==> src/hw/rtl/joint_jog_ramp_controller_assert.svh <==
// Assertion macros for the joint jog ramp controller.
// Expects clk and arst_n in the scope of each use.
`ifndef JOINT_JOG_RAMP_CONTROLLER_ASSERT_SVH
`define JOINT_JOG_RAMP_CONTROLLER_ASSERT_SVH
`ifndef SYNTHESIS
`define JJR_ASSERT_IMPLY(name, ante, cons) \
	name: assert property (@(posedge clk) disable iff (!arst_n) (ante) |-> (cons)) \
		else $error("joint jog ramp controller: check failed");
`define JJR_ASSERT_NEXT(name, ante, cons) \
	name: assert property (@(posedge clk) disable iff (!arst_n) (ante) |=> (cons)) \
		else $error("joint jog ramp controller: check failed");
`else
`define JJR_ASSERT_IMPLY(name, ante, cons)
`define JJR_ASSERT_NEXT(name, ante, cons)
`endif
`endif

==> src/hw/rtl/jjr_pkg.sv <==
// Shared types and constants of the joint jog ramp controller.
// No dependencies; used by jjr_ctrl, jjr_dp and the top level.
`timescale 1ns / 1ps
`default_nettype none
package jjr_pkg;

	// operation codes carried in the input tuser
	localparam logic [1:0] OP_JOYSTICK = 2'd0;
	localparam logic [1:0] OP_TICK     = 2'd1;
	localparam logic [1:0] OP_STOP     = 2'd2;

	// result kinds carried in the output tuser
	localparam logic KIND_REPLY = 1'b0;
	localparam logic KIND_GOAL  = 1'b1;

	// configuration register indexes
	localparam logic [2:0] REG_MIN_POSITION   = 3'd0;
	localparam logic [2:0] REG_MAX_POSITION   = 3'd1;
	localparam logic [2:0] REG_JOG_SPEED      = 3'd2;
	localparam logic [2:0] REG_ACCEL_LIMIT    = 3'd3;
	localparam logic [2:0] REG_SUPPRESS_LOWER = 3'd4;
	localparam logic [2:0] REG_DEADMAN_INDEX  = 3'd5;
	localparam logic [2:0] REG_INCREASE_INDEX = 3'd6;
	localparam logic [2:0] REG_DECREASE_INDEX = 3'd7;

	// prediction horizon, 0.25 s in unsigned Q0.16
	localparam logic [15:0] LOOKAHEAD_TIME = 16'h4000;

	// commands from the controller to the datapath
	typedef struct packed {
		logic latch_in;   // capture the accepted item
		logic clear_jog;  // external stop
		logic joy_apply;  // apply joystick sample, load reply
		logic mul_en;     // capture shared product
		logic mul_sum;    // multiplicand: velocity sum (else accel limit)
		logic mul_dt;     // multiplier: elapsed time (else lookahead)
		logic ramp_en;    // capture ramped velocity
		logic goal_en;    // capture goal position and velocity
		logic update_en;  // advance state, load goal result
	} cmd_t;

	// status from the datapath to the controller
	typedef struct packed {
		logic [1:0] op;
		logic       active;
		logic       out_free;
	} status_t;

endpackage
`default_nettype wire

==> src/hw/rtl/jjr_ctrl.sv <==
// Sequencer of the joint jog ramp controller.
// Depends on jjr_pkg for the command and status structs.
`timescale 1ns / 1ps
`default_nettype none
module jjr_ctrl (
	input  wire              clk,
	input  wire              arst_n,
	input  wire              in_valid,
	output logic             in_ready,
	input  jjr_pkg::status_t status,
	output jjr_pkg::cmd_t    cmd
);
	import jjr_pkg::*;

	localparam logic [3:0] ST_IDLE = 4'd0;
	localparam logic [3:0] ST_DISP = 4'd1;
	localparam logic [3:0] ST_JOY  = 4'd2;
	localparam logic [3:0] ST_RL   = 4'd3;
	localparam logic [3:0] ST_RV   = 4'd4;
	localparam logic [3:0] ST_AL   = 4'd5;
	localparam logic [3:0] ST_GP   = 4'd6;
	localparam logic [3:0] ST_RD   = 4'd7;
	localparam logic [3:0] ST_NV   = 4'd8;
	localparam logic [3:0] ST_AD   = 4'd9;
	localparam logic [3:0] ST_UPD  = 4'd10;

	logic [3:0] state_q;
	logic [3:0] state_nxt;

	assign in_ready = (state_q == ST_IDLE);

	// next state and commands
	always_comb begin
		state_nxt = state_q;
		cmd       = '0;
		case (state_q)
			ST_IDLE: begin
				if (in_valid) begin
					cmd.latch_in = 1'b1;
					state_nxt    = ST_DISP;
				end
			end
			ST_DISP: begin
				case (status.op)
					OP_JOYSTICK: state_nxt = ST_JOY;
					OP_TICK:     state_nxt = status.active ? ST_RL : ST_IDLE;
					OP_STOP: begin
						cmd.clear_jog = 1'b1;
						state_nxt     = ST_IDLE;
					end
					default:     state_nxt = ST_IDLE;
				endcase
			end
			ST_JOY: begin
				if (status.out_free) begin
					cmd.joy_apply = 1'b1;
					state_nxt     = ST_IDLE;
				end
			end
			// goal: ramp and travel over the lookahead
			ST_RL: begin
				cmd.mul_en = 1'b1;
				state_nxt  = ST_RV;
			end
			ST_RV: begin
				cmd.ramp_en = 1'b1;
				state_nxt   = ST_AL;
			end
			ST_AL: begin
				cmd.mul_en  = 1'b1;
				cmd.mul_sum = 1'b1;
				state_nxt   = ST_GP;
			end
			ST_GP: begin
				cmd.goal_en = 1'b1;
				state_nxt   = ST_RD;
			end
			// state: ramp and travel over the elapsed time
			ST_RD: begin
				cmd.mul_en = 1'b1;
				cmd.mul_dt = 1'b1;
				state_nxt  = ST_NV;
			end
			ST_NV: begin
				cmd.mul_dt  = 1'b1;
				cmd.ramp_en = 1'b1;
				state_nxt   = ST_AD;
			end
			ST_AD: begin
				cmd.mul_en  = 1'b1;
				cmd.mul_sum = 1'b1;
				cmd.mul_dt  = 1'b1;
				state_nxt   = ST_UPD;
			end
			ST_UPD: begin
				if (status.out_free) begin
					cmd.update_en = 1'b1;
					state_nxt     = ST_IDLE;
				end
			end
			default: state_nxt = ST_IDLE;
		endcase
	end

	always_ff @(posedge clk or negedge arst_n) begin
		if (!arst_n) begin
			state_q <= ST_IDLE;
		end else begin
			state_q <= state_nxt;
		end
	end

endmodule
`default_nettype wire

==> src/hw/rtl/jjr_dp.sv <==
// Datapath of the joint jog ramp controller: configuration, jog state,
// shared multiplier, ramp and clamp logic, output register. Uses jjr_pkg.
`timescale 1ns / 1ps
`default_nettype none
module jjr_dp #(
	parameter int BUTTON_COUNT = 16
) (
	input  wire                    clk,
	input  wire                    arst_n,
	// configuration writes
	input  wire                    cfg_valid,
	output logic                   cfg_ready,
	input  wire  [2:0]             cfg_index,
	input  wire  [31:0]            cfg_data,
	// accepted item fields
	input  wire  [1:0]             in_operation,
	input  wire  [BUTTON_COUNT-1:0] in_buttons,
	input  wire  [31:0]            in_measured_position,
	input  wire                    in_measured_valid,
	input  wire  [15:0]            in_elapsed_time,
	// result register
	output logic                   out_valid,
	input  wire                    out_ready,
	output logic                   out_result_kind,
	output logic                   out_suppress_request,
	output logic [31:0]            out_goal_position,
	output logic [31:0]            out_goal_velocity,
	// sequencer link
	input  jjr_pkg::cmd_t          cmd,
	output jjr_pkg::status_t       status
);
	import jjr_pkg::*;

	// configuration registers
	logic [31:0] min_pos_q, max_pos_q;
	logic [30:0] jog_speed_q, accel_q;
	logic        suppress_q;
	logic [3:0]  deadman_idx_q, increase_idx_q, decrease_idx_q;

	// jog state
	logic [31:0] joint_q, target_q, prev_q;
	logic        active_q;

	// captured item
	logic [1:0]              op_q;
	logic [BUTTON_COUNT-1:0] buttons_q;
	logic [31:0]             meas_q;
	logic                    meas_valid_q;
	logic [15:0]             dt_q;

	// working registers
	logic signed [49:0] prod_q;
	logic [31:0]        vel_q, gv_q, gp_q;

	// result register
	logic        out_valid_q;
	logic        kind_q, sup_q;
	logic [31:0] pos_out_q, vel_out_q;

	logic               btn_dead, btn_inc, btn_dec;
	logic signed [32:0] vel_sum;
	logic signed [32:0] mul_a;
	logic signed [16:0] mul_b;
	logic signed [49:0] prod;
	logic [30:0]        delta;
	logic signed [33:0] p34, d34, up34, dn34, ramp34;
	logic signed [33:0] joint34, travel34, pos34, clamp34;
	logic signed [33:0] min34, max34;
	logic               out_free;

	assign cfg_ready = 1'b1;

	// button lookup; an index past the vector reads as released
	function automatic logic button_at(input logic [BUTTON_COUNT-1:0] b,
	                                   input logic [3:0] idx);
		logic hit;
		hit = 1'b0;
		for (int i = 0; i < BUTTON_COUNT; i++) begin
			if (int'(idx) == i) hit = b[i];
		end
		return hit;
	endfunction

	assign btn_dead = button_at(buttons_q, deadman_idx_q);
	assign btn_inc  = button_at(buttons_q, increase_idx_q);
	assign btn_dec  = button_at(buttons_q, decrease_idx_q);

	// shared multiplier operands
	assign vel_sum = {vel_q[31], vel_q} + {prev_q[31], prev_q};
	assign mul_a   = cmd.mul_sum ? vel_sum : {2'b00, accel_q};
	assign mul_b   = cmd.mul_dt ? {1'b0, dt_q} : {1'b0, LOOKAHEAD_TIME};
	assign prod    = mul_a * mul_b;

	// ramp previous velocity toward target by at most delta
	assign delta  = prod_q[46:16];
	assign p34    = {{2{prev_q[31]}}, prev_q};
	assign d34    = {{2{target_q[31]}}, target_q};
	assign up34   = p34 + {3'b000, delta};
	assign dn34   = p34 - {3'b000, delta};
	always_comb begin
		if (d34 > p34) begin
			ramp34 = (up34 > d34) ? d34 : up34;
		end else begin
			ramp34 = (dn34 < d34) ? d34 : dn34;
		end
	end

	// trapezoid travel (floor shift by 17) and position clamp
	assign joint34  = {{2{joint_q[31]}}, joint_q};
	assign travel34 = {prod_q[49], prod_q[49:17]};
	assign pos34    = joint34 + travel34;
	assign min34    = {{2{min_pos_q[31]}}, min_pos_q};
	assign max34    = {{2{max_pos_q[31]}}, max_pos_q};
	always_comb begin
		clamp34 = pos34;
		if (clamp34 > max34) clamp34 = max34;
		if (clamp34 < min34) clamp34 = min34;
	end

	assign out_free = !out_valid_q || out_ready;

	assign status.op       = op_q;
	assign status.active   = active_q;
	assign status.out_free = out_free;

	// configuration and jog state
	always_ff @(posedge clk or negedge arst_n) begin
		if (!arst_n) begin
			min_pos_q      <= 32'sd0;
			max_pos_q      <= 32'd26214;
			jog_speed_q    <= 31'd4915;
			accel_q        <= 31'd16384;
			suppress_q     <= 1'b0;
			deadman_idx_q  <= 4'd10;
			increase_idx_q <= 4'd12;
			decrease_idx_q <= 4'd14;
			joint_q        <= '0;
			target_q       <= '0;
			prev_q         <= '0;
			active_q       <= 1'b0;
		end else begin
			if (cfg_valid) begin
				case (cfg_index)
					REG_MIN_POSITION:   min_pos_q      <= cfg_data;
					REG_MAX_POSITION:   max_pos_q      <= cfg_data;
					REG_JOG_SPEED:      jog_speed_q    <= cfg_data[30:0];
					REG_ACCEL_LIMIT:    accel_q        <= cfg_data[30:0];
					REG_SUPPRESS_LOWER: suppress_q     <= cfg_data[0];
					REG_DEADMAN_INDEX:  deadman_idx_q  <= cfg_data[3:0];
					REG_INCREASE_INDEX: increase_idx_q <= cfg_data[3:0];
					REG_DECREASE_INDEX: decrease_idx_q <= cfg_data[3:0];
					default: ;
				endcase
			end
			if (cmd.clear_jog) begin
				active_q <= 1'b0;
				prev_q   <= '0;
			end
			if (cmd.joy_apply) begin
				if (!btn_dead) begin
					active_q <= 1'b0;
					prev_q   <= '0;
					if (meas_valid_q) joint_q <= meas_q;
				end else if (btn_inc) begin
					target_q <= {1'b0, jog_speed_q};
					active_q <= 1'b1;
				end else if (btn_dec) begin
					target_q <= 32'd0 - {1'b0, jog_speed_q};
					active_q <= 1'b1;
				end else begin
					target_q <= '0;
				end
			end
			if (cmd.update_en) begin
				joint_q <= clamp34[31:0];
				prev_q  <= vel_q;
			end
		end
	end

	// item capture and working registers
	always_ff @(posedge clk) begin
		if (cmd.latch_in) begin
			op_q         <= in_operation;
			buttons_q    <= in_buttons;
			meas_q       <= in_measured_position;
			meas_valid_q <= in_measured_valid;
			dt_q         <= in_elapsed_time;
		end
		if (cmd.mul_en) prod_q <= prod;
		if (cmd.ramp_en) vel_q <= ramp34[31:0];
		if (cmd.goal_en) begin
			gv_q <= vel_q;
			gp_q <= clamp34[31:0];
		end
	end

	// result register
	always_ff @(posedge clk or negedge arst_n) begin
		if (!arst_n) begin
			out_valid_q <= 1'b0;
		end else if (cmd.joy_apply || cmd.update_en) begin
			out_valid_q <= 1'b1;
		end else if (out_ready) begin
			out_valid_q <= 1'b0;
		end
	end

	always_ff @(posedge clk) begin
		if (cmd.joy_apply) begin
			kind_q    <= KIND_REPLY;
			sup_q     <= btn_dead & suppress_q;
			pos_out_q <= '0;
			vel_out_q <= '0;
		end else if (cmd.update_en) begin
			kind_q    <= KIND_GOAL;
			sup_q     <= 1'b0;
			pos_out_q <= gp_q;
			vel_out_q <= gv_q;
		end
	end

	assign out_valid            = out_valid_q;
	assign out_result_kind      = kind_q;
	assign out_suppress_request = sup_q;
	assign out_goal_position    = pos_out_q;
	assign out_goal_velocity    = vel_out_q;

endmodule
`default_nettype wire

==> src/hw/rtl/joint_jog_ramp_controller.sv <==
// Joint jog ramp controller: a single-joint jog with slew-rate-limited
// velocity and a position clamp. Channels:
//   s_axis: one item per transfer; tuser is the operation (joystick sample,
//     tick, stop), tdata packs buttons, measured position and valid, tick time.
//   m_axis: one result per transfer; tuser is the kind (reply, goal), tdata
//     packs suppress flag, goal position and goal velocity.
//   cfg: register writes, index and data, always ready; write only when idle.
// Timing: s_axis_tready is high only while the sequencer is idle. A joystick
// sample runs through the dispatch and joystick states; its reply is loaded
// as the block returns to idle, when it is ready again. A tick while jogging
// runs through RL, RV, AL, GP, RD, NV, AD, UPD to its goal (two ramps and two
// travel products share one 33x17 multiplier, loaded in RL, AL, RD and AD),
// then takes the next item. Stop and idle ticks leave dispatch with no result.
// A finished result waits in the output register; the next item is still
// accepted, and only its own result waits while m_axis_tready is low.
// Reset clears the jog state, drops m_axis_tvalid and restores the
// register defaults.
`timescale 1ns / 1ps
`default_nettype none
`include "joint_jog_ramp_controller_assert.svh"
module joint_jog_ramp_controller #(
	parameter int BUTTON_COUNT = 16
) (
	input  wire         clk,
	input  wire         arst_n,
	// input items
	input  wire         s_axis_tvalid,
	output logic        s_axis_tready,
	// buttons, measured_position, measured_valid, elapsed_time, zero fill
	input  wire  [((BUTTON_COUNT + 49 + 7) / 8) * 8 - 1:0] s_axis_tdata,
	// operation
	input  wire  [1:0]  s_axis_tuser,
	// results
	output logic        m_axis_tvalid,
	input  wire         m_axis_tready,
	// suppress_request, goal_position, goal_velocity, zero fill
	output logic [71:0] m_axis_tdata,
	// result_kind
	output logic [0:0]  m_axis_tuser,
	// configuration writes
	input  wire         cfg_valid,
	output logic        cfg_ready,
	input  wire  [2:0]  cfg_index,
	input  wire  [31:0] cfg_data
);
	import jjr_pkg::*;

	localparam int POS_LO   = BUTTON_COUNT;
	localparam int VALID_AT = BUTTON_COUNT + 32;
	localparam int TIME_LO  = BUTTON_COUNT + 33;

	cmd_t    cmd;
	status_t status;

	logic        kind, sup;
	logic [31:0] goal_pos, goal_vel;

	jjr_ctrl u_ctrl (
		.clk      (clk),
		.arst_n   (arst_n),
		.in_valid (s_axis_tvalid),
		.in_ready (s_axis_tready),
		.status   (status),
		.cmd      (cmd)
	);

	jjr_dp #(
		.BUTTON_COUNT (BUTTON_COUNT)
	) u_dp (
		.clk                  (clk),
		.arst_n               (arst_n),
		.cfg_valid            (cfg_valid),
		.cfg_ready            (cfg_ready),
		.cfg_index            (cfg_index),
		.cfg_data             (cfg_data),
		.in_operation         (s_axis_tuser),
		.in_buttons           (s_axis_tdata[BUTTON_COUNT-1:0]),
		.in_measured_position (s_axis_tdata[POS_LO+31:POS_LO]),
		.in_measured_valid    (s_axis_tdata[VALID_AT]),
		.in_elapsed_time      (s_axis_tdata[TIME_LO+15:TIME_LO]),
		.out_valid            (m_axis_tvalid),
		.out_ready            (m_axis_tready),
		.out_result_kind      (kind),
		.out_suppress_request (sup),
		.out_goal_position    (goal_pos),
		.out_goal_velocity    (goal_vel),
		.cmd                  (cmd),
		.status               (status)
	);

	// pack the result fields, lowest first
	assign m_axis_tdata = {7'b0000000, goal_vel, goal_pos, sup};
	assign m_axis_tuser = kind;

	// the sequencer is busy right after an input transfer
	`JJR_ASSERT_NEXT(a_busy_after_accept, s_axis_tvalid && s_axis_tready, !s_axis_tready)
	// a new result is only loaded while the sequencer is busy
	`JJR_ASSERT_IMPLY(a_result_from_busy, $rose(m_axis_tvalid), !$past(s_axis_tready))
	// a reply never carries a goal
	`JJR_ASSERT_IMPLY(a_reply_no_goal, m_axis_tvalid && $rose(m_axis_tvalid) && m_axis_tuser[0] == KIND_REPLY, m_axis_tdata[64:1] == 64'd0)

endmodule
`default_nettype wire

==> config.mk <==
export PLATFORM = sky130hd
export DESIGN_NAME = joint_jog_ramp_controller
export DESIGN_NICKNAME = d
export VERILOG_FILES = /design/src/hw/rtl/jjr_pkg.sv /design/src/hw/rtl/jjr_ctrl.sv /design/src/hw/rtl/jjr_dp.sv /design/src/hw/rtl/joint_jog_ramp_controller.sv
export VERILOG_INCLUDE_DIRS = /design/src /design/src/hw/rtl
export SDC_FILE = /design/constraint.sdc
export NUM_CORES = 2
export LEC_CHECK = 0
export ABC_AREA = 1
export BUFFER_PORTS_ARGS = -buffer_cell sky130_fd_sc_hd__buf_2
export CAP_MARGIN = 40
export CORE_MARGIN = 4
export CORE_UTILIZATION = 30
export CTS_BUF_LIST = sky130_fd_sc_hd__clkbuf_16
export DETAILED_ROUTE_END_ITERATION = 10
export PLACE_DENSITY = 0.52
export SLEW_MARGIN = 10
export SYNTH_ARGS = -nofsm -noshare
export SYNTH_HDL_FRONTEND = slang
export SYNTH_HIERARCHICAL = 1
export SYNTH_SLANG_ARGS = --single-unit
==> constraint.sdc <==
create_clock -name clk -period 7.35 [get_ports clk]
set_input_delay 1.47 -clock clk [delete_from_list [all_inputs] [get_ports clk]]
set_output_delay 1.47 -clock clk [all_outputs]
set_load 0.05 [all_outputs]
# == Word-level counts from Yosys, hierarchy flattened ==
# Cells that the tools add are included.
# word_totals
ff_bits,520
latch_bits,0
ram_bits,0
rom_bits,0
inputBits,114
output_inout_bits,76
word_cells,225
memories,0
# classes
add_sub_neg,5
mul,1
div,0
n_lt_le_gt_ge,5
eq_ne,67
shift,0
n_mux,91
bitwise,1
reduce_logical,28
# op_table
cell,count
$mux 32,14
$eq 4x4->1 const B,27
$mux 1,69
$add 32x32->33,2
$eq 4x3->1 const B,16
$mul 33x17->50,1
$pmux 4 s10,1
$add 32x33->34,1
$gt 34x32->1,1
$lt 34x32->1,1
$mux 34,1
$gt 33x32->1,1
$lt 33x32->1,1
$mux 33,1
$sub 32x32->33,1
$eq 4x2->1 const B,8
$gt 32x32->1,1
$sub 1x31->32 const A,1
$reduce_and 2->1,10
$eq 4x1->1 const B,4
$logic_not 4->1,4
$mux 16,1
$eq 3x3->1 const B,4
$mux 4,2
other kinds (18),25

# == Logic depth before layout (Yosys ltp) ==
# depth
ltp_word,21
depth_mapped,45
depth_no_buf,43

# == Modules after synthesis ==
# Netlist, hierarchy kept.
# modules_own_cells
module,n_inst,cells_each,area_each_um2,seq_area_each_um2
jjr_dp,1,6190,49914.1,13206.4
jjr_ctrl,1,59,357.8,100.1
joint_jog_ramp_controller,1,9,63.8,0.0

# == Least setup slack after synthesis ==
# Ideal clock, no wire load.
# synth_timing
kind,register to register
start,register u_dp.prev_q[1]
end,register u_dp.prod_q[48] (data pin)
setup_time_ns,0.264
arrival_time_ns,7.410
t_required_ns,7.086
path_slack_ns,-0.323
stages_incl_launch_ff,40
path_buffers,0
synth_period_minus_slack_ns,7.673
path_cell_list,dfrtp_1 inv_1 fa_1 inv_1 nand2_1 o21ai_1 a21oi_2 o21ai_2 a21oi_1 o21ai_1 a21oi_2 o21ai_1 xnor2_1 nand2_1 o21ai_2 clkinv_1 nand2_1 fa_1 [4 not listed] fa_1 inv_1 fa_1 inv_1 ha_1 nand2_1 nor2_1 inv_1 nor2_1 inv_1 nor4_1 a21oi_1 inv_1 a21oi_1 nand3b_1 nand2_1 a31oi_1 xor2_1
# synth_between
elab_chain_len,3
# synth_lines
item,line,source
"start, declared",jjr_dp.sv:41,"logic [31:0] joint_q, target_q, prev_q;"
"start signal, assigned",jjr_dp.sv:176,prev_q <= vel_q;
$add 32x32->33,jjr_dp.sv:89,"assign vel_sum = {vel_q[31], vel_q} + {prev_q[31], prev_q};"
$mux 33,jjr_dp.sv:90,"assign mul_a = cmd.mul_sum ? vel_sum : {2'b00, accel_q};"
$mul 33x17->50,jjr_dp.sv:92,assign prod = mul_a * mul_b;
named net u_dp.prod[48],jjr_dp.sv:64,logic signed [49:0] prod;
"end signal, assigned",jjr_dp.sv:190,if (cmd.mul_en) prod_q <= prod;
"end, declared",jjr_dp.sv:52,logic signed [49:0] prod_q;
# The timed path passes the listed nets, and every way through them passes these cells.
# A chain may end at the register's enable or synchronous reset.

# == Worst setup path in the final report ==
# layout_timing
start,register u_dp.vel_q[0]
end,register u_dp.prod_q[41] (data pin)
# layout_between
elab_chain_len,3
# layout_lines
item,line,source
"start, declared",jjr_dp.sv:53,"logic [31:0] vel_q, gv_q, gp_q;"
"start signal, assigned",jjr_dp.sv:191,if (cmd.ramp_en) vel_q <= ramp34[31:0];
$add 32x32->33,jjr_dp.sv:89,
$mux 33,jjr_dp.sv:90,
$mul 33x17->50,jjr_dp.sv:92,
named net u_dp.prod[41],jjr_dp.sv:64,
# The timed path passes the listed nets, and every way through them passes these cells.

==> flow_metrics.tcl <==
set metrics [dict create \
    setup_violations 28 \
    crit_cells 38 \
    post-route-period-util 1.074 \
    routabilityCongestion 0.9893 \
    syn_area_mm2 0.05034 \
    die_w_um 417.6 \
    rsz0062_at_grt "yes" \
    slew_violations 0 \
    initial_core_util 0.3013 \
    grt_pass1_wl_mm 279.5 \
    synthArstFlopShare 0.4782 \
    synth_seq_cells 504 \
    synth-edff-count 198 \
    h-tree-depth 3 \
    cp.required_ps 7760 \
    fin_cells 9310 \
    rr_endpoint "u_dp/prod_q[41]" \
    clock_path_buffers 3 \
    drive_above_1_share 0.2160 \
    timing.hold.ws_ps 464.6 \
    grt_pass1_vias 45760 \
    io_buffers 174 \
    min_period_ps 7892 \
    io_pins 190 \
    start_kind "flip-flop" \
    cts_tree "done" \
    dp.cells 9107 \
    firstDrtPassIters 5 \
    failed_checks "setup timing" \
    max_slew_margin 0.3722 \
    numCtsBuffers 67 \
    r2r-start "u_dp/vel_q[0]" \
    synth_flop_cell "dfrtp_1" \
    maxClockFrequency_ghz 0.1267 \
    core.rowCount 150 \
    crit_fanout 5 \
    path_buf_inv 8 \
    clock_sinks 504 \
    worstMarginPinSlew_ps 918.0 \
    path_class "flip-flop to flip-flop" \
    syn_inst 6258 \
    cts_root_buffer "clkbuf_16" \
    syn_area_per_cell_um2 8.043 \
    wl_per_cell_um 19.98 \
    rrSetupSlack_ps -540 \
    post-dp-hpwl_mm 152.2 \
    clk_latency_ps 660 \
    synth_warnings 6 \
    overflow 0 \
    synth_top_area_frac 0.2008 \
    area_growth_syn_to_layout_pct 26.77 \
    die_h_um 417.6 \
    hold_class "flip-flop to flip-flop" \
    largest-register "u_dp/prod_q" \
    die_area_mm2 0.1744 \
    via_count 45070 \
    largest_reg_flops 34 \
    crit_path_max_incr_delay_ps 560 \
    maxCapViolations 0 \
    drt_drc_violations_left 0 \
    reg2reg_depth 38 \
    synthTopCellsByArea "fa_1, edfxtp_1, dfrtp_1" \
    path_clk_slew_ps 50 \
    synth_top_cell_by_area "fa_1" \
    crit_path_end "u_dp/prod_q[41]" \
    status "complete, but fails checks" \
    fillers 17170 \
    antenna_found_initial 6 \
    startpoint "u_dp/vel_q[0]" \
    grt_max_degree 130 \
    yosysSeqAreaShare 0.2644 \
    cpMostUsedCell "fa_1" \
    skew_ps 31.46 \
    core_area_mm2 0.1670 \
    crit_family "adder cells" \
    final-hold-violation-count 0 \
    cp.arrival_ps 8300 \
    final_antenna_net_count 0 \
    ctsHoldBuffers 0 \
    timing.final.ws_setup_ps -542.2 \
    fin_nets 8076 \
    slowest_stage "fa_1" \
    drt_iter0_markers 3293 \
    ys_types 63 \
    grt_usage 0.2099 \
    routed_via_density 4.841 \
    finalWirelength_mm 186.0 \
    end_kind "flip-flop" \
]
## layout make-up
class                      instances  area, um2  share of cell area
timing repair buffer             931       7403              0.1160
inverter                        1173       4447             0.06968
sequential                       504      13310              0.2085
clock buffer                      70       1752             0.02745
multi-input combinational       4371      33780              0.5293
antenna                            4      10.01           0.0001569
clock inverter                    53      359.1            0.005627
tap                             2204       2758             0.04321
## placed cells by master, fill, tap and decap left out, types with 30 or more instances in the layout
cell type,count
a21oi_1,245
a21oi_2,36
buf_12,43
buf_2,173
buf_4,643
buf_6,65
clkbuf_16,70
dfrtp_1,217
dfxtp_1,65
edfxtp_1,198
fa_1,470
fa_2,35
ha_1,375
ha_4,30
inv_1,1102
inv_2,73
nand2_1,1080
nand2_2,55
nand3_1,231
nand4_1,74
nor2_1,593
nor2_2,39
nor3_1,37
o211ai_1,55
o21ai_0,444
o21ai_1,38
or2_2,38
xnor2_1,35
xor2_1,107
## synthesized netlist by cell type, types with 115 or more instances
cell      instances
a21oi_1         296
clkbuf_1        158
dfrtp_1         218
edfxtp_1        198
fa_1            505
ha_1            409
inv_1          1150
nand2_1        1150
nand3_1         254
nor2_1          645
o21ai_0         482
xor2_1          115
## layer usage
metal,global-route usage,share of wire,up-vias
met5,0,0.000054,-
met1,0.2807,0.44,22050
li1,-,-,21440
met3,0.03226,0.060,271
met2,0.3469,0.46,1313
met4,0.07079,0.034,2
## worst min-delay path by stage
stage	from	end	slack [ps]	depth (start not counted)
2_1_floorplan	u_dp/accel_q[19]	u_dp/accel_q[19]	450	2
3_3_place_gp	u_dp/out_result_kind	u_dp/out_result_kind	450	2
3_5_place_dp	u_dp/gv_q[2]	u_dp/out_goal_velocity[2]	460	2
4_1_cts	u_dp/gv_q[7]	u_dp/out_goal_velocity[7]	470	2
5_1_grt	u_dp/gp_q[29]	u_dp/out_goal_position[29]	490	2
6_report	u_dp/gv_q[7]	u_dp/out_goal_velocity[7]	460	2
## stage by stage
step / cell area, um2 / worst slack [ps] / TNS (ps) / utilization
floorplan: 50450 / -53.50 / -58.73 / -
global placement: 58710 / -1073 / -24830 / 0.3515
detailed placement: 58850 / -1137 / -26750 / 0.3523
CTS: 62500 / -659.5 / -12790 / 0.3742
global route: 63800 / -836.0 / -19190 / 0.3820
finish: 63810 / -542.2 / -10650 / 0.3820
## what timing repair did
action	4_1_cts	5_1_grt
setup endpoints to repair	45	98
pin swaps	164	168
gates resized for setup	324	259
setup buffers	44	49
cloned	0	0
## kinds of logic after synthesis
family,Yosys count,synth area share
AND/OR/NAND/NOR,2274,0.1872
buffers and inverters,1389,0.1058
AO/OA/AOI/OAI,1022,0.1134
adder cells (fa/ha/maj),914,0.3025
flip-flops,504,0.2644
XOR/XNOR,153,0.02662
other,2,0.0001492
## tightest hold or removal path, cell delays in order (launching register included)
cell and delay, ps:
edfxtp_1 320, nor2_1 40, nor2_1 80
Power is left out: the tool's default activity adds up to more than one toggle a clock period on the data nets, which glitch-free logic cannot reach.
